===== src/lod_patch_index_generator_top_assert.svh =====
// Assertion macros for the LOD patch index generator.
// Expects clk and arst_n in the scope of each use.
`ifndef LOD_PATCH_INDEX_GENERATOR_TOP_ASSERT_SVH
`define LOD_PATCH_INDEX_GENERATOR_TOP_ASSERT_SVH

// antecedent implies consequent in the same cycle
`define LPIG_ASSERT_IMP(label, ante, cons) \
	label: assert property (@(posedge clk) disable iff (!arst_n) (ante) |-> (cons)) \
		else $error("lpig: assertion failed");

// antecedent implies consequent in the next cycle
`define LPIG_ASSERT_NXT(label, ante, cons) \
	label: assert property (@(posedge clk) disable iff (!arst_n) (ante) |=> (cons)) \
		else $error("lpig: assertion failed");

`endif


===== src/lpig_pkg.sv =====
// Shared types, constants and the control program of the LOD patch index generator.
// No dependencies.
package lpig_pkg;

	localparam int PATCH_SIDE_DEF = 65;
	localparam int INDEX_BITS_DEF = 21;
	localparam int CENTER_W = 21;
	localparam int STRIDE_W = 13;
	localparam int STEP_W = 6;
	localparam int COORD_W = 5;
	localparam int CFG_IDX_W = 3;
	localparam int CFG_DATA_W = 21;
	localparam int MAX_STEP = 32;
	localparam int MULB_W = STRIDE_W + 2;
	localparam int PROD_W = STEP_W + 1 + MULB_W;
	localparam int K_W = 5;
	localparam int PC_W = 4;

	typedef enum logic [CFG_IDX_W-1:0] {
		CFG_CENTER = 3'd0,
		CFG_MAJOR  = 3'd1,
		CFG_MINOR  = 3'd2,
		CFG_STEP   = 3'd3,
		CFG_NBR    = 3'd4,
		CFG_FLIP   = 3'd5
	} cfg_idx_t;

	typedef struct packed {
		logic [CENTER_W-1:0]        center;
		logic signed [STRIDE_W-1:0] major;
		logic signed [STRIDE_W-1:0] minor;
		logic [STEP_W-1:0]          lod_step;
		logic [STEP_W-1:0]          nbr_step;
		logic                       flip;
	} cfg_t;

	typedef enum logic [1:0] {MA_ROW, MA_COL, MA_STEP, MA_FAN} mula_t;
	typedef enum logic [1:0] {MB_MAJOR, MB_MINOR, MB_DIAG} mulb_t;
	typedef enum logic [1:0] {AA_CENTER, AA_P00, AA_P10, AA_Q0} addsrc_t;
	typedef enum logic [2:0] {AD_P00, AD_P10, AD_P01, AD_P11, AD_Q0} adddst_t;
	typedef enum logic [1:0] {EM_NONE, EM_QUAD0, EM_QUAD1, EM_FAN} emit_t;
	typedef enum logic [2:0] {
		JC_NEXT, JC_ALWAYS, JC_WAIT_IN, JC_IF_INVALID, JC_IF_DIAG, JC_FAN_LOOP
	} cond_t;

	typedef struct packed {
		logic            latch_in;
		logic            mul_en;
		mula_t           mula;
		mulb_t           mulb;
		logic            add_en;
		addsrc_t         add_src;
		adddst_t         add_dst;
		logic            fan_init;
		emit_t           emit;
		cond_t           cond;
		logic [PC_W-1:0] target;
	} uword_t;

	typedef struct packed {
		uword_t uw;
		logic   fire;
	} ctl_t;

	typedef struct packed {
		logic in_valid;
		logic out_free;
		logic invalid;
		logic diag;
		logic fan_more;
	} stat_t;

	localparam logic [PC_W-1:0] PC_WAIT  = 4'd0;
	localparam logic [PC_W-1:0] PC_CHECK = 4'd1;
	localparam logic [PC_W-1:0] PC_BASE  = 4'd2;
	localparam logic [PC_W-1:0] PC_COL   = 4'd3;
	localparam logic [PC_W-1:0] PC_P10   = 4'd4;
	localparam logic [PC_W-1:0] PC_P01   = 4'd5;
	localparam logic [PC_W-1:0] PC_P11   = 4'd6;
	localparam logic [PC_W-1:0] PC_QUAD0 = 4'd7;
	localparam logic [PC_W-1:0] PC_QUAD1 = 4'd8;
	localparam logic [PC_W-1:0] PC_FAN   = 4'd9;
	localparam logic [PC_W-1:0] PC_LAST  = PC_FAN;

	localparam uword_t UW_NOP = '{
		latch_in: 1'b0, mul_en: 1'b0, mula: MA_ROW, mulb: MB_MAJOR,
		add_en: 1'b0, add_src: AA_P00, add_dst: AD_P00, fan_init: 1'b0,
		emit: EM_NONE, cond: JC_NEXT, target: PC_WAIT
	};

	// control store: one word per step
	function automatic uword_t prog_word(logic [PC_W-1:0] pc);
		uword_t w;
		w = UW_NOP;
		unique case (pc)
			PC_WAIT: begin
				w.latch_in = 1'b1;
				w.cond     = JC_WAIT_IN;
			end
			PC_CHECK: begin
				w.mul_en = 1'b1;
				w.mula   = MA_ROW;
				w.mulb   = MB_MAJOR;
				w.cond   = JC_IF_INVALID;
				w.target = PC_WAIT;
			end
			PC_BASE: begin
				w.add_en  = 1'b1;
				w.add_src = AA_CENTER;
				w.add_dst = AD_P00;
				w.mul_en  = 1'b1;
				w.mula    = MA_COL;
				w.mulb    = MB_MINOR;
			end
			PC_COL: begin
				w.add_en  = 1'b1;
				w.add_src = AA_P00;
				w.add_dst = AD_P00;
				w.mul_en  = 1'b1;
				w.mula    = MA_STEP;
				w.mulb    = MB_MAJOR;
			end
			PC_P10: begin
				w.add_en  = 1'b1;
				w.add_src = AA_P00;
				w.add_dst = AD_P10;
				w.mul_en  = 1'b1;
				w.mula    = MA_STEP;
				w.mulb    = MB_MINOR;
			end
			PC_P01: begin
				w.add_en  = 1'b1;
				w.add_src = AA_P00;
				w.add_dst = AD_P01;
			end
			PC_P11: begin
				w.add_en   = 1'b1;
				w.add_src  = AA_P10;
				w.add_dst  = AD_P11;
				w.mul_en   = 1'b1;
				w.mula     = MA_FAN;
				w.mulb     = MB_DIAG;
				w.fan_init = 1'b1;
				w.cond     = JC_IF_DIAG;
				w.target   = PC_FAN;
			end
			PC_QUAD0: begin
				w.emit = EM_QUAD0;
			end
			PC_QUAD1: begin
				w.emit   = EM_QUAD1;
				w.cond   = JC_ALWAYS;
				w.target = PC_WAIT;
			end
			PC_FAN: begin
				w.add_en  = 1'b1;
				w.add_src = AA_Q0;
				w.add_dst = AD_Q0;
				w.emit    = EM_FAN;
				w.cond    = JC_FAN_LOOP;
				w.target  = PC_WAIT;
			end
			default: begin
				w.cond   = JC_ALWAYS;
				w.target = PC_WAIT;
			end
		endcase
		return w;
	endfunction

	// zero reads as one, anything above the maximum saturates
	function automatic logic [STEP_W-1:0] clamp_step(logic [STEP_W-1:0] v);
		if (v == '0) begin
			return STEP_W'(1);
		end else if (v > STEP_W'(MAX_STEP)) begin
			return STEP_W'(MAX_STEP);
		end
		return v;
	endfunction

endpackage


===== src/lpig_if.sv =====
// Valid/ready channel interfaces: cell coordinates in, triangles out, register writes.
// Depends on lpig_pkg.
interface lpig_coord_if;
	logic                          valid;
	logic                          ready;
	logic [lpig_pkg::COORD_W-1:0] row;
	logic [lpig_pkg::COORD_W-1:0] column;
	modport source (output valid, output row, output column, input ready);
	modport sink (input valid, input row, input column, output ready);
endinterface

interface lpig_tri_if #(parameter int IDX_W = lpig_pkg::INDEX_BITS_DEF);
	logic             valid;
	logic             ready;
	logic [IDX_W-1:0] corner_a;
	logic [IDX_W-1:0] corner_b;
	logic [IDX_W-1:0] corner_c;
	logic             last;
	modport source (output valid, output corner_a, output corner_b, output corner_c,
		output last, input ready);
	modport sink (input valid, input corner_a, input corner_b, input corner_c,
		input last, output ready);
endinterface

interface lpig_cfg_if;
	logic                             valid;
	logic                             ready;
	logic [lpig_pkg::CFG_IDX_W-1:0]  index;
	logic [lpig_pkg::CFG_DATA_W-1:0] data;
	modport source (output valid, output index, output data, input ready);
	modport sink (input valid, input index, input data, output ready);
endinterface


===== src/lpig_seq.sv =====
// Step counter and control store of the index generator.
// Depends on lpig_pkg and the assertion macro header.
`include "lod_patch_index_generator_top_assert.svh"

module lpig_seq (
	input  logic            clk,
	input  logic            arst_n,
	input  lpig_pkg::stat_t stat,
	output lpig_pkg::ctl_t  ctl
);

	logic [lpig_pkg::PC_W-1:0] step_q;
	logic [lpig_pkg::PC_W-1:0] step_nxt;
	lpig_pkg::uword_t          uw;
	logic                      fire;

	always_comb begin
		uw = lpig_pkg::prog_word(step_q);
		fire = (uw.emit == lpig_pkg::EM_NONE || stat.out_free) &&
			(uw.cond != lpig_pkg::JC_WAIT_IN || stat.in_valid);
	end

	always_comb begin
		step_nxt = step_q + lpig_pkg::PC_W'(1);
		unique case (uw.cond)
			lpig_pkg::JC_NEXT:       step_nxt = step_q + lpig_pkg::PC_W'(1);
			lpig_pkg::JC_ALWAYS:     step_nxt = uw.target;
			lpig_pkg::JC_WAIT_IN:    step_nxt = step_q + lpig_pkg::PC_W'(1);
			lpig_pkg::JC_IF_INVALID: if (stat.invalid) step_nxt = uw.target;
			lpig_pkg::JC_IF_DIAG:    if (stat.diag) step_nxt = uw.target;
			lpig_pkg::JC_FAN_LOOP:   step_nxt = stat.fan_more ? step_q : uw.target;
			default:                 step_nxt = lpig_pkg::PC_WAIT;
		endcase
	end

	always_ff @(posedge clk or negedge arst_n) begin
		if (!arst_n) begin
			step_q <= lpig_pkg::PC_WAIT;
		end else if (fire) begin
			step_q <= step_nxt;
		end
	end

	assign ctl.uw = uw;
	assign ctl.fire = fire;

	`LPIG_ASSERT_IMP(a_pc_range, 1'b1, step_q <= lpig_pkg::PC_LAST)
	`LPIG_ASSERT_NXT(a_accept_moves, fire && uw.cond == lpig_pkg::JC_WAIT_IN, step_q == lpig_pkg::PC_CHECK)
	`LPIG_ASSERT_NXT(a_stall_holds, uw.emit != lpig_pkg::EM_NONE && !stat.out_free, $stable(step_q))
	`LPIG_ASSERT_IMP(a_fan_diag_only, uw.emit == lpig_pkg::EM_FAN, stat.diag && !stat.invalid)

endmodule


===== src/lpig_dp.sv =====
// Datapath: cell registers, one multiplier, one index adder, corner registers, output stage.
// Depends on lpig_pkg and lpig_if.
module lpig_dp #(
	parameter int PATCH_SIDE = lpig_pkg::PATCH_SIDE_DEF,
	parameter int INDEX_BITS = lpig_pkg::INDEX_BITS_DEF
) (
	input  logic              clk,
	input  logic              arst_n,
	input  lpig_pkg::cfg_t    cfg,
	input  lpig_pkg::ctl_t    ctl,
	output lpig_pkg::stat_t   stat,
	lpig_coord_if.sink        coord,
	lpig_tri_if.source        triangle
);

	localparam int HALF_SIDE = (PATCH_SIDE - 1) / 2;

	logic [lpig_pkg::COORD_W-1:0]     row_q, col_q;
	logic signed [lpig_pkg::PROD_W-1:0] prod_q;
	logic [INDEX_BITS-1:0]            p00_q, p10_q, p01_q, p11_q, q0_q;
	logic [lpig_pkg::K_W-1:0]         k_q;
	logic                             out_valid_q;
	logic [INDEX_BITS-1:0]            ca_q, cb_q, cc_q;
	logic                             last_q;

	logic [lpig_pkg::STEP_W-1:0]      s_eff, nb_eff, a_eff, mul_a;
	logic signed [lpig_pkg::MULB_W-1:0] mj, mn, mul_b;
	logic [INDEX_BITS-1:0]            add_a, sum;
	logic [lpig_pkg::STEP_W-1:0]      k_nxt;
	logic                             fan_more, out_free, emit_fire;

	always_comb begin
		s_eff = lpig_pkg::clamp_step(cfg.lod_step);
		nb_eff = lpig_pkg::clamp_step(cfg.nbr_step);
		a_eff = (s_eff < nb_eff) ? s_eff : nb_eff;
		mj = lpig_pkg::MULB_W'(cfg.major);
		mn = lpig_pkg::MULB_W'(cfg.minor);
		k_nxt = lpig_pkg::STEP_W'(k_q) + a_eff;
		fan_more = k_nxt < s_eff;
	end

	always_comb begin
		unique case (ctl.uw.mula)
			lpig_pkg::MA_ROW:  mul_a = lpig_pkg::STEP_W'(row_q);
			lpig_pkg::MA_COL:  mul_a = lpig_pkg::STEP_W'(col_q);
			lpig_pkg::MA_STEP: mul_a = s_eff;
			lpig_pkg::MA_FAN:  mul_a = a_eff;
			default:           mul_a = a_eff;
		endcase
		unique case (ctl.uw.mulb)
			lpig_pkg::MB_MAJOR: mul_b = mj;
			lpig_pkg::MB_MINOR: mul_b = mn;
			lpig_pkg::MB_DIAG:  mul_b = mj + mn;
			default:            mul_b = mj + mn;
		endcase
		unique case (ctl.uw.add_src)
			lpig_pkg::AA_CENTER: add_a = INDEX_BITS'(cfg.center);
			lpig_pkg::AA_P00:    add_a = p00_q;
			lpig_pkg::AA_P10:    add_a = p10_q;
			lpig_pkg::AA_Q0:     add_a = q0_q;
			default:             add_a = q0_q;
		endcase
		// signed product wraps into the index width
		sum = add_a + INDEX_BITS'(prod_q);
	end

	assign coord.ready = (ctl.uw.cond == lpig_pkg::JC_WAIT_IN);

	always_ff @(posedge clk) begin
		if (ctl.fire && ctl.uw.latch_in) begin
			row_q <= coord.row;
			col_q <= coord.column;
		end
		if (ctl.fire && ctl.uw.mul_en) begin
			prod_q <= $signed({1'b0, mul_a}) * mul_b;
		end
		if (ctl.fire && ctl.uw.add_en) begin
			unique case (ctl.uw.add_dst)
				lpig_pkg::AD_P00: p00_q <= sum;
				lpig_pkg::AD_P10: p10_q <= sum;
				lpig_pkg::AD_P01: p01_q <= sum;
				lpig_pkg::AD_P11: p11_q <= sum;
				lpig_pkg::AD_Q0:  q0_q <= sum;
				default:          q0_q <= sum;
			endcase
		end
		if (ctl.fire && ctl.uw.fan_init) begin
			q0_q <= p00_q;
			k_q <= '0;
		end else if (ctl.fire && ctl.uw.emit == lpig_pkg::EM_FAN) begin
			k_q <= lpig_pkg::K_W'(k_nxt);
		end
	end

	// output stage: a triangle waits here while the next one is being prepared
	assign out_free = !out_valid_q || triangle.ready;
	assign emit_fire = ctl.fire && (ctl.uw.emit != lpig_pkg::EM_NONE);

	always_ff @(posedge clk or negedge arst_n) begin
		if (!arst_n) begin
			out_valid_q <= 1'b0;
		end else if (emit_fire) begin
			out_valid_q <= 1'b1;
		end else if (triangle.ready) begin
			out_valid_q <= 1'b0;
		end
	end

	always_ff @(posedge clk) begin
		if (emit_fire) begin
			unique case (ctl.uw.emit)
				lpig_pkg::EM_QUAD0: begin
					ca_q <= p00_q;
					cb_q <= cfg.flip ? p11_q : p10_q;
					cc_q <= cfg.flip ? p10_q : p11_q;
					last_q <= 1'b0;
				end
				lpig_pkg::EM_QUAD1: begin
					ca_q <= p00_q;
					cb_q <= cfg.flip ? p01_q : p11_q;
					cc_q <= cfg.flip ? p11_q : p01_q;
					last_q <= 1'b1;
				end
				lpig_pkg::EM_FAN: begin
					ca_q <= p10_q;
					cb_q <= cfg.flip ? q0_q : sum;
					cc_q <= cfg.flip ? sum : q0_q;
					last_q <= !fan_more;
				end
				default: begin
					last_q <= last_q;
				end
			endcase
		end
	end

	assign triangle.valid = out_valid_q;
	assign triangle.corner_a = ca_q;
	assign triangle.corner_b = cb_q;
	assign triangle.corner_c = cc_q;
	assign triangle.last = last_q;

	assign stat.in_valid = coord.valid;
	assign stat.out_free = out_free;
	assign stat.invalid = (int'(row_q) >= HALF_SIDE) || (col_q > row_q);
	assign stat.diag = (row_q == col_q);
	assign stat.fan_more = fan_more;

endmodule


===== src/lod_patch_index_generator_top.sv =====
// Terrain patch sector index generator: cell coordinates in, triangles out, driven by a short
// control program. A cell inside the sector below the diagonal gives two quad triangles, and a
// diagonal cell gives a fan of triangles, one per fan step; its last triangle is loaded into the
// output register as the program returns to waiting for the next cell. A cell outside the sector
// gives nothing. The program steps through the single multiplier and index adder, one product
// and one sum a cycle while it is not stalled on input or on a held triangle output. Sector
// settings are to be written through the register channel while idle; the block does not enforce it.
// Depends on lpig_pkg, lpig_if, lpig_seq, lpig_dp.
module lod_patch_index_generator_top #(
	parameter int PATCH_SIDE = lpig_pkg::PATCH_SIDE_DEF,
	parameter int INDEX_BITS = lpig_pkg::INDEX_BITS_DEF
) (
	input  logic       clk,
	input  logic       arst_n,
	lpig_cfg_if.sink   cfg,
	lpig_coord_if.sink coord,
	lpig_tri_if.source triangle
);

	lpig_pkg::cfg_t  regs_q;
	lpig_pkg::ctl_t  ctl;
	lpig_pkg::stat_t stat;

	assign cfg.ready = 1'b1;

	always_ff @(posedge clk or negedge arst_n) begin
		if (!arst_n) begin
			regs_q.center <= '0;
			regs_q.major <= lpig_pkg::STRIDE_W'(1);
			regs_q.minor <= lpig_pkg::STRIDE_W'(1);
			regs_q.lod_step <= lpig_pkg::STEP_W'(1);
			regs_q.nbr_step <= lpig_pkg::STEP_W'(1);
			regs_q.flip <= 1'b0;
		end else if (cfg.valid) begin
			unique case (cfg.index)
				lpig_pkg::CFG_CENTER: regs_q.center <= lpig_pkg::CENTER_W'(cfg.data);
				lpig_pkg::CFG_MAJOR:  regs_q.major <= lpig_pkg::STRIDE_W'(cfg.data);
				lpig_pkg::CFG_MINOR:  regs_q.minor <= lpig_pkg::STRIDE_W'(cfg.data);
				lpig_pkg::CFG_STEP:   regs_q.lod_step <= lpig_pkg::STEP_W'(cfg.data);
				lpig_pkg::CFG_NBR:    regs_q.nbr_step <= lpig_pkg::STEP_W'(cfg.data);
				lpig_pkg::CFG_FLIP:   regs_q.flip <= cfg.data[0];
				default:              regs_q <= regs_q;
			endcase
		end
	end

	lpig_seq u_seq (
		.clk    (clk),
		.arst_n (arst_n),
		.stat   (stat),
		.ctl    (ctl)
	);

	lpig_dp #(
		.PATCH_SIDE (PATCH_SIDE),
		.INDEX_BITS (INDEX_BITS)
	) u_dp (
		.clk      (clk),
		.arst_n   (arst_n),
		.cfg      (regs_q),
		.ctl      (ctl),
		.stat     (stat),
		.coord    (coord),
		.triangle (triangle)
	);

endmodule

===== src/flat_wrapper.sv =====
// flat-port wrapper written by rule: the top's interface ports become plain ports
module lod_patch_index_generator_top_flat 
#(
	parameter int PATCH_SIDE = lpig_pkg::PATCH_SIDE_DEF,
	parameter int INDEX_BITS = lpig_pkg::INDEX_BITS_DEF
)
  (clk, arst_n, cfg_valid, cfg_index, cfg_data, cfg_ready, coord_valid, coord_row, coord_column, coord_ready, triangle_valid, triangle_corner_a, triangle_corner_b, triangle_corner_c, triangle_last, triangle_ready);
  lpig_cfg_if cfg_i ();
  lpig_coord_if coord_i ();
  lpig_tri_if triangle_i ();
  input  logic clk;
  input  logic arst_n;
  input wire logic [$bits(cfg_i.valid)-1:0] cfg_valid;
  input wire logic [$bits(cfg_i.index)-1:0] cfg_index;
  input wire logic [$bits(cfg_i.data)-1:0] cfg_data;
  output wire logic [$bits(cfg_i.ready)-1:0] cfg_ready;
  input wire logic [$bits(coord_i.valid)-1:0] coord_valid;
  input wire logic [$bits(coord_i.row)-1:0] coord_row;
  input wire logic [$bits(coord_i.column)-1:0] coord_column;
  output wire logic [$bits(coord_i.ready)-1:0] coord_ready;
  output wire logic [$bits(triangle_i.valid)-1:0] triangle_valid;
  output wire logic [$bits(triangle_i.corner_a)-1:0] triangle_corner_a;
  output wire logic [$bits(triangle_i.corner_b)-1:0] triangle_corner_b;
  output wire logic [$bits(triangle_i.corner_c)-1:0] triangle_corner_c;
  output wire logic [$bits(triangle_i.last)-1:0] triangle_last;
  input wire logic [$bits(triangle_i.ready)-1:0] triangle_ready;
  assign cfg_i.valid = cfg_valid;
  assign cfg_i.index = cfg_index;
  assign cfg_i.data = cfg_data;
  assign cfg_ready = cfg_i.ready;
  assign coord_i.valid = coord_valid;
  assign coord_i.row = coord_row;
  assign coord_i.column = coord_column;
  assign coord_ready = coord_i.ready;
  assign triangle_valid = triangle_i.valid;
  assign triangle_corner_a = triangle_i.corner_a;
  assign triangle_corner_b = triangle_i.corner_b;
  assign triangle_corner_c = triangle_i.corner_c;
  assign triangle_last = triangle_i.last;
  assign triangle_i.ready = triangle_ready;
  lod_patch_index_generator_top #(.PATCH_SIDE(PATCH_SIDE), .INDEX_BITS(INDEX_BITS)) u_core (.clk(clk), .arst_n(arst_n), .cfg(cfg_i), .coord(coord_i), .triangle(triangle_i));
endmodule

===== config.mk =====
export PLATFORM = sky130hd
export DESIGN_NAME = lod_patch_index_generator_top_flat
export DESIGN_NICKNAME = d
export VERILOG_FILES = /design/src/lpig_pkg.sv /design/src/lpig_if.sv /design/src/lpig_seq.sv /design/src/lpig_dp.sv /design/src/lod_patch_index_generator_top.sv /design/src/flat_wrapper.sv
export VERILOG_INCLUDE_DIRS = /design/src /design/src/src
export SDC_FILE = /design/constraint.sdc
export NUM_CORES = 1
export LEC_CHECK = 0
export BUFFER_PORTS_ARGS = -buffer_cell sky130_fd_sc_hd__buf_2
export CAP_MARGIN = 20
export CORE_AREA = 2 2 202 204
export CTS_CLUSTER_DIAMETER = 50
export DETAILED_ROUTE_END_ITERATION = 10
export DIE_AREA = 0 0 204 206
export SYNTH_ARGS = -nofsm -noshare
export SYNTH_HDL_FRONTEND = slang
export SYNTH_SLANG_ARGS = --single-unit

===== constraint.sdc =====
create_clock -name clk -period 8.1 [get_ports clk]
set_input_delay 1.215 -clock clk [delete_from_list [all_inputs] [get_ports clk]]
set_output_delay 1.215 -clock clk [all_outputs]
set_load 0.02 [all_outputs]

== After elaboration in Yosys (flattened, before gate mapping) ==
Index checks and enable logic that the tools add are counted.
W data, S select, Z words.

* Flip-flop bits (word level): 270
* Memory bits (read-only): 0
* Bits in latches: 0
* Output and inout bits: 67
* Memory bits (writable): 0
* Memories kept: 0

* $add $sub $neg: 4
* Eq/ne operators: 36
* Mux-type cells: 40
* Reductions and logical operators: 45
* $mul: 1
* Shift-type cells: 0
* Magnitude comparators: 5
* Divide/modulo/power cells: 0
* Bitwise gates (word level): 0

{| class="wikitable"
|+ Operators with widths
! operator !! count
|-
| $mux W21 || 9
|-
| $pmux W21 S3 || 2
|-
| $pmux W21 S4 || 1
|-
| $mux W6 || 7
|-
| $pmux W21 S2 || 1
|-
| $pmux W6 S6 || 1
|-
| $pmux W15 S2 || 1
|-
| $reduce_and A2 Y1 || 14
|-
| $pmux W5 S5 || 1
|-
| $pmux W6 S4 || 1
|-
| $add A21 B21 Y21 || 1
|-
| $mul A7 B15 Y21 || 1
|-
| $pmux W4 S5 || 1
|-
| $eq A3 B2 Y1 const B || 6
|-
| $eq A4 B3 Y1 const B || 4
|-
| $mux W4 || 4
|-
| $pmux W3 S5 || 1
|-
| $add A13 B13 Y14 || 1
|-
| $eq A2 B2 Y1 const B || 6
|-
| $eq A3 B3 Y1 const B || 4
|-
| $gt A6 B6 Y1 const B || 2
|-
| $logic_not A6 Y1 || 2
|-
| $lt A6 B6 Y1 || 2
|-
| $eq A3 B1 Y1 const B || 3
|-
| 25 further kinds || 55
|}

== Longest topological paths before layout ==
Gate-level depths: netlist of the first run.

* Depth in word-level cells: 10
* Mapped depth: 29

== Cells and area by module ==
From an unflattened synthesis of the first run, not the netlist that was laid out.

* Cells, all modules: 1,611
* Area, all modules: 17,783.3 sq um

{| class="wikitable"
|+ Modules (own cells, without submodules)
! module !! area each (sq um) !! times used !! cells each !! sequential area each (sq um)
|-
| lpig_dp || 14,652.8 || 1 || 1,387 || 6,130.9
|-
| lod_patch_index_generator_top || 2,479.9 || 1 || 133 || 1,506.4
|-
| lpig_seq || 650.6 || 1 || 91 || 100.1
|}

== Least setup slack after synthesis of the first run ==
No wires, ideal clock.

* Kind: register to register
* From: register u_core.regs_q[12] in the netlist's numbering
* To: register u_core.u_dp.prod_q[20] in the netlist's numbering (data pin)
* Stages on the path, launching flop included: 30
* Arrival time: 6.743 ns
* Path buffers: 1
* Setup time: 0.259 ns
* Data required time: 7.841 ns
* Period minus slack after synthesis: 7.002 ns
* Path slack: 1.098 ns
* Cell sequence: dfrtp_1 inv_1 nand2_1 inv_1 ha_1 a2111oi_1 a2111oi_1 a211oi_2 nor2_4 mux2i_1 a21oi_1 buf_2 nor2_1 fa_1 inv_1 fa_1 inv_1 fa_1 inv_1 fa_1 inv_1 ha_1 nor4_1 o21ai_1 a221o_1 a41oi_2 nor3_1 a2111oi_0 xnor2_1 xnor2_2

* Longest elaborated chain between the ends: 8
* Elaborated cells between the ends (all ways): 10
* Those cells by class: mul (1); order compare (2); mux (6); reduce/logical (1)

{| class="wikitable"
|+ RTL lines
! element !! line !! source
|-
| start: declaration || lod_patch_index_generator_top.sv:20 || <nowiki>lpig_pkg::cfg_t regs_q;</nowiki>
|-
| start signal: assignment || lod_patch_index_generator_top.sv:42 || <nowiki>default: regs_q <= regs_q;</nowiki>
|-
| $gt A6 B6 Y1 || lpig_pkg.sv:175 || <nowiki>end else if (v > STEP_W'(MAX_STEP)) begin</nowiki>
|-
| $mux W1 || lpig_pkg.sv:175 ||
|-
| $mux W1 || lpig_pkg.sv:173 || <nowiki>if (v == '0) begin</nowiki>
|-
| $mux W6 (*) || lpig_pkg.sv:178 || <nowiki>return v;</nowiki>
|-
| $lt A6 B6 Y1 || lpig_dp.sv:35 || <nowiki>a_eff = (s_eff < nb_eff) ? s_eff : nb_eff;</nowiki>
|-
| $mux W6 || lpig_dp.sv:35 ||
|-
| $pmux W6 S4 (*) || lpig_dp.sv:43 || <nowiki>unique case (ctl.uw.mula)</nowiki>
|-
| $mul A7 B15 Y21 (*) || lpig_dp.sv:75 || <nowiki>prod_q <= $signed({1'b0, mul_a}) * mul_b;</nowiki>
|-
| end signal: assignment || lpig_dp.sv:75 ||
|-
| end: declaration || lpig_dp.sv:19 || <nowiki>logic signed [lpig_pkg::PROD_W-1:0] prod_q;</nowiki>
|}

Mark *: on every way between the ends. The rest lies on a longest branch, timed or not.
A chain may end at the register's enable or synchronous reset.

== Worst setup path after layout of the first run ==
Same ends and word-level chain as after synthesis.

==> flow_summary.json, run 1 <==
{
  "design_area_mm2": 0.0196,
  "synth_top_area_cell": "edfxtp_1",
  "critPathCaptureType": "flop",
  "synth_top_family_by_area": "compound AO/OA/AOI/OAI gates",
  "gp_congestion": 0.900,
  "grt_pass1_vias": 12906,
  "pin_count": 106,
  "fin_worst_skew_ps": 18.4,
  "nNetsFinal": 1947,
  "route.met3.wl_um": 2600,
  "die-height_um": 206,
  "via_count": 13091,
  "dp_slack_ps": 398,
  "layout_common_cells": "edfxtp_1 (200), nand2_1 (191), nor2_1 (156)",
  "cts_buffers": 35,
  "grt.total_usage_pct": 21.8,
  "ys_seq_area_share_pct": 44.8,
  "core_mm2": 0.0402,
  "fin_crit_sh_pct": 92.1,
  "crit_path_end": "u_core.u_dp.prod_q[20]$_DFFE_PP_",
  "worst-r2r-setup-slack_ps": 640,
  "worst_pin_slew_ps": 1000,
  "yosys.area_share.simple_pct": 12.4,
  "min_path_type": "flop to flop",
  "max_slew_margin_pct": 33.2,
  "reg2reg_to": "u_core.u_dp.prod_q[20]$_DFFE_PP_",
  "grt_overflow_total": 0,
  "synthTopCellsByArea": "edfxtp_1 (35%), dfrtp_1 (8.8%), fa_1 (7.2%), ha_1 (7.0%), mux2_2 (4.3%)",
  "wl_met1_um": 20400,
  "cts_max_level": 2,
  "wl_met2_um": 20900,
  "synth_compound_area_share_pct": 15.0,
  "startpoint_type": "flop",
  "yosysTopAreaCellShare_pct": 34.7,
  "hpwl_um": 31800,
  "clk_pin_slew_ps": 50,
  "synthArstFlopShare_pct": 24.1,
  "grt_pass1_wl_um": 71200,
  "drt-wirelength-per-cell_um": 19.5,
  "area_delta_synth_final_pct": 13.4,
  "dp.cells": 2244,
  "grt_max_degree": 87,
  "synth_warnings": 0,
  "cts_max_path_buffers": 3,
  "dr.first_iter.drc_count": 1203,
  "syn_avg_cell_area_um2": 10.5,
  "rr_startpoint": "u_core.regs_q[12]$_DFFE_PN0P_",
  "synthMuxAreaShare_pct": 6.50,
  "rsz0062_at_grt": "no",
  "synth_top_flop_cell": "edfxtp_1",
  "tns_ps": 0,
  "min_period_ps": 7460,
  "finalSetupViolCount": 0,
  "dr.pass1.iters": 6,
  "start_util_pct": 43.0,
  "hold_viol": 0,
  "crit_top_cell": "inv_1",
  "antenna_found_initial": 0,
  "clock-sinks": 270,
  "rows": 74,
  "stdcell_count": 2305,
  "status": "finished clean",
  "fillers": 3707,
  "drive_above_1_share_pct": 17.4,
  "synthAdderAreaFrac_pct": 14.2,
  "postRouteAntennaNets": 0,
  "netlist_instances": 1653,
  "die-area_mm2": 0.0420,
  "cts_tree": "built",
  "diodes": 0,
  "portBuffers": 104,
  "clkLatencyLatePin_ps": 540,
  "slew_violations": 0,
  "crit_path_top_delay_cell": "fa_1",
  "path_max_fanout": 15,
  "ys_seq_elements": 270,
  "die_w_um": 204,
  "place_area_mm2": 0.0185,
  "synth_cell_types": 79,
  "crit_required_ps": 8370,
  "r2r_cells": 28,
  "vias_per_cell": 5.68,
  "cp.arrival_ps": 7730,
  "synth_xor_area_share_pct": 2.67,
  "synth_nets": 1851,
  "drt_wl_total_um": 45000,
  "synth_edf_count": 200,
  "fmax_ghz": 0.134,
  "max-cap-violations": 0,
  "crit_start": "u_core.regs_q[12]$_DFFE_PN0P_",
  "drc": 0,
  "routed.top_layer": "met4",
  "mostFrequentLayoutCell": "edfxtp_1",
  "critPathMaxStageDelay_ps": 520,
  "syn_area_mm2": 0.0173,
  "cts_root_buf": "clkbuf_16",
  "worstSetupPathType": "flop to flop",
  "finalWorstSetupSlack_ps": 640
}
-- cell families after synthesis --
kind of cell | after synthesis
compound gates | 384
buf+inv | 198
other cells | 1
mux | 104
simple gates | 486
fa+ha+maj | 159
xor+xnor | 51
flops | 270
-- critical path: cells and delay by family, from the launching register on --
family	cells	cell delay [ps]
flip-flops	1	450
XOR/XNOR	2	330
buffers and inverters	6	430
AND/OR/NAND/NOR	5	750
multiplexers	1	190
adder cells (fa/ha/maj)	6	2430
AO/OA/AOI/OAI	8	2590
-- synthesized netlist by cell type, types with 11 or more instances --
cell type / instances
xor2_1: 19
o21a_1: 14
o221ai_1: 17
ha_1: 97
mux2_2: 66
a222oi_1: 15
a221oi_1: 23
mux2i_1: 38
o21ai_0: 76
or2_2: 19
clkbuf_1: 61
a21o_1: 19
o22ai_1: 13
nand2b_1: 13
nand3_1: 20
nor3_1: 24
dfrtp_1: 61
nand2_1: 191
edfxtp_1: 200
xnor2_1: 30
nor2_1: 159
a21oi_1: 95
a211oi_1: 19
nor2b_1: 11
a22oi_1: 18
fa_1: 62
inv_1: 118
-- sequential cells by signal, indices dropped and copies added, names as in the netlist --
| name | count |
|---|---|
| u_core.regs_q | 60 |
| u_core.u_dp.p00_q | 21 |
| u_core.u_dp.p01_q | 21 |
| u_core.u_dp.p10_q | 21 |
| u_core.u_dp.p11_q | 21 |
| u_core.u_dp.prod_q | 21 |
| u_core.u_dp.q0_q | 21 |
| u_core.u_dp.triangle.corner_a | 21 |
| u_core.u_dp.triangle.corner_b | 21 |
| u_core.u_dp.triangle.corner_c | 21 |
| u_core.u_dp.col_q | 5 |
| u_core.u_dp.k_q | 5 |
| u_core.u_dp.row_q | 5 |
| u_core.u_seq.step_q | 4 |
| u_core.u_dp.triangle.last | 1 |
| u_core.u_dp.triangle.valid | 1 |
-- area by class of cell --
| class | instances | area, µm² | area share, % |
|---|---|---|---|
| Clock buffer | 42 | 902 | 4.60 |
| Sequential cell | 270 | 7740 | 39.5 |
| Timing Repair Buffer | 138 | 776 | 3.96 |
| Multi-Input combinational cell | 1185 | 8880 | 45.3 |
| Tap cell | 532 | 666 | 3.40 |
| Inverter | 119 | 447 | 2.28 |
| Clock inverter | 19 | 190 | 0.970 |
-- worst min-delay path by stage --
| stage | cells after the start | slack, ps | startpoint | end |
|---|---|---|---|---|
| CTS | 2 | 500 | u_core.u_dp.k_q[0]$_SDFFE_PP0P_ | u_core.u_dp.k_q[0]$_SDFFE_PP0P_ |
| floorplan | 2 | 470 | u_core.u_dp.k_q[0]$_SDFFE_PP0P_ | u_core.u_dp.k_q[0]$_SDFFE_PP0P_ |
| finish | 2 | 500 | u_core.u_dp.k_q[0]$_SDFFE_PP0P_ | u_core.u_dp.k_q[0]$_SDFFE_PP0P_ |
| global route | 1 | 530 | u_core.regs_q[45]$_DFFE_PN0P_ | u_core.regs_q[45]$_DFFE_PN0P_ |
| global placement | 2 | 480 | u_core.u_dp.k_q[4]$_SDFFE_PP0P_ | u_core.u_dp.k_q[4]$_SDFFE_PP0P_ |
| detailed placement | 2 | 490 | u_core.u_dp.k_q[0]$_SDFFE_PP0P_ | u_core.u_dp.k_q[0]$_SDFFE_PP0P_ |
-- metal layers --
| layer | vias up | global-route usage [%] |
|---|---|---|
| met2 | 414 | 36.1 |
| met1 | 6402 | 29.4 |
| met5 | - | 0 |
| li1 | 6188 | - |
| met3 | 87 | 3.83 |
| met4 | 0 | 6.37 |
-- per-stage QoR --
stage                     util, %  hold slack (ps)
after floorplan                 -              467
after global placement       46.0              485
after detailed placement     46.0              494
after CTS                    48.7              505
after global routing         48.8              526
final                        48.8              500
-- repair_timing --
action | in CTS | in global routing
hold buffers | 0 | 0
buffers inserted | 0 | 0
hold endpoints to repair | 0 | 0
setup endpoints to repair | 0 | 1
gates resized for setup | 0 | 3
Power of run 1 is left out: the tool's default activity adds up to more than one toggle a clock period on the data nets, which glitch-free logic cannot reach.
==> run 2: changes to the inputs <==
--- a/config.mk
+++ b/config.mk
@@ -8,10 +8,13 @@
 export LEC_CHECK = 0
 export BUFFER_PORTS_ARGS = -buffer_cell sky130_fd_sc_hd__buf_2
 export CAP_MARGIN = 20
+export CELL_PAD_IN_SITES_DETAIL_PLACEMENT = 0
+export CELL_PAD_IN_SITES_GLOBAL_PLACEMENT = 1
 export CORE_AREA = 2 2 202 204
 export CTS_CLUSTER_DIAMETER = 50
 export DETAILED_ROUTE_END_ITERATION = 10
 export DIE_AREA = 0 0 204 206
+export PLACE_DENSITY_LB_ADDON = 0.1
 export SYNTH_ARGS = -nofsm -noshare
 export SYNTH_HDL_FRONTEND = slang
 export SYNTH_SLANG_ARGS = --single-unit
==> flow_summary.json, run 2 (synthesized netlist as in run 1, its figures left out) <==
{
  "rsz0062_at_grt": "no",
  "start_util_pct": 43.0,
  "finalSetupViolCount": 0,
  "dr.pass1.iters": 5,
  "pin_count": 106,
  "finalWorstSetupSlack_ps": 543,
  "cp.arrival_ps": 7840,
  "critPathCaptureType": "flop",
  "fillers": 3776,
  "max-cap-violations": 0,
  "fin_crit_sh_pct": 93.3,
  "die_w_um": 204,
  "hpwl_um": 32800,
  "mostFrequentLayoutCell": "edfxtp_1",
  "nNetsFinal": 1952,
  "rows": 74,
  "wl_met2_um": 21000,
  "critPathMaxStageDelay_ps": 640,
  "hold_viol": 0,
  "slew_violations": 0,
  "cts_buffers": 37,
  "crit_top_cell": "inv_1",
  "hold_buffers": 0,
  "diodes": 0,
  "routed.top_layer": "met4",
  "clkLatencyLatePin_ps": 550,
  "path_max_fanout": 15,
  "dp_slack_ps": 504,
  "drc": 0,
  "vias_per_cell": 5.61,
  "cp.buffers_inverters": 4,
  "grt_max_degree": 82,
  "fin_worst_skew_ps": 16.5,
  "core_mm2": 0.0402,
  "largest_reg_flops": 60,
  "cts_max_path_buffers": 3,
  "top_register": "u_core.regs_q",
  "max_slew_margin_pct": 29.7,
  "drt-wirelength-per-cell_um": 19.9,
  "cts_tree": "built",
  "portBuffers": 104,
  "min_path_type": "flop to flop",
  "clk_pin_slew_ps": 60,
  "antenna_found_initial": 0,
  "crit_path_top_delay_cell": "a21oi_2",
  "tns_ps": 0,
  "grt.total_usage_pct": 22.5,
  "postRouteAntennaNets": 0,
  "wl_met1_um": 21400,
  "grt_pass1_vias": 13109,
  "status": "finished clean",
  "gp_congestion": 0.865,
  "drive_above_1_share_pct": 18.1,
  "drt_wl_total_um": 46000,
  "worstSetupPathType": "flop to flop",
  "via_count": 12982,
  "dr.first_iter.drc_count": 959,
  "min_period_ps": 7560,
  "crit_required_ps": 8380,
  "worst_pin_slew_ps": 1050,
  "startpoint_type": "flop",
  "layout_common_cells": "edfxtp_1 (200), nand2_1 (191), nor2_1 (156)",
  "route.met3.wl_um": 2550,
  "cts_root_buf": "clkbuf_16",
  "die-area_mm2": 0.0420,
  "grt_pass1_wl_um": 73600,
  "grt_overflow_total": 0,
  "fmax_ghz": 0.132,
  "cts_max_level": 2,
  "die-height_um": 206,
  "clock-sinks": 270,
  "path_delay_family": "compound AO/OA/AOI/OAI gates",
  "area_delta_synth_final_pct": 14.2
}
-- run 2: cell count changes in the layout (fill, tap and decap cells not counted), sizes merged --
| cell | delta |
|---|---|
| clkbuf | +2 |
| clkinvlp | +3 |
| clkinv | +1 |
| buf | +3 |
-- run 2: path summary, 6_finish.rpt --
kind                                               start                               end  slack (ps)  depth (start not counted)
setup / recovery           u_core.regs_q[12]$_DFFE_PN0P_  u_core.u_dp.prod_q[20]$_DFFE_PP_         540                         26
max in group asynchronous                         arst_n      u_core.regs_q[0]$_DFFE_PN0P_        6570                          1
setup reg to reg           u_core.regs_q[12]$_DFFE_PN0P_  u_core.u_dp.prod_q[20]$_DFFE_PP_         540                         26
hold / removal             u_core.regs_q[44]$_DFFE_PN0P_     u_core.regs_q[44]$_DFFE_PN0P_         510                          1
hold reg to reg            u_core.regs_q[44]$_DFFE_PN0P_     u_core.regs_q[44]$_DFFE_PN0P_         510                          1
min in group asynchronous                         arst_n     u_core.regs_q[38]$_DFFE_PN0P_         810                          1
-- run 2: per-layer routing --
metal	GRT usage, %	vias up
met5	0	-
met4	6.44	0
met3	3.78	69
met2	36.6	348
met1	31.2	6364
li1	-	6201
-- run 2: worst reg2reg max path, delay by kind of cell, from the launching register on --
family / cells / cell delay, ps
xor gates and xnor gates: 2 / 350
buffers and inverters: 4 / 320
adders and majority gates: 6 / 2500
and+or+nand+nor: 4 / 450
DFF: 1 / 440
AOI/OAI and AO/OA: 9 / 3030
muxes: 1 / 170
-- run 2: layout make-up --
type / count / area [µm²] / share of cell area [%]
Sequential cell: 270 / 7740 / 39.2
Timing Repair Buffer: 141 / 801 / 4.06
Inverter: 119 / 447 / 2.26
Tap cell: 532 / 666 / 3.37
Multi-Input combinational cell: 1185 / 8870 / 44.9
Clock buffer: 44 / 983 / 4.98
Clock inverter: 23 / 233 / 1.18
-- run 2: through the flow --
step / std cells / util [%] / instance area, µm² / hold slack [ps]
2_1_floorplan: 1653 / - / 17300 / 467
3_3_place_gp: 2247 / 46.1 / 18500 / 479
3_5_place_dp: 2247 / 46.1 / 18500 / 497
4_1_cts: 2314 / 49.1 / 19700 / 510
5_1_grt: 2314 / 49.1 / 19700 / 528
6_report: 2314 / 49.1 / 19700 / 508
-- run 2: timing repair --
action | in CTS | in global routing
gates resized for setup | 0 | 1
setup buffers | 0 | 0
endpoints found under the setup margin | 0 | 1
endpoints found under the hold margin | 0 | 0
Power of run 2 is left out for the same reason.
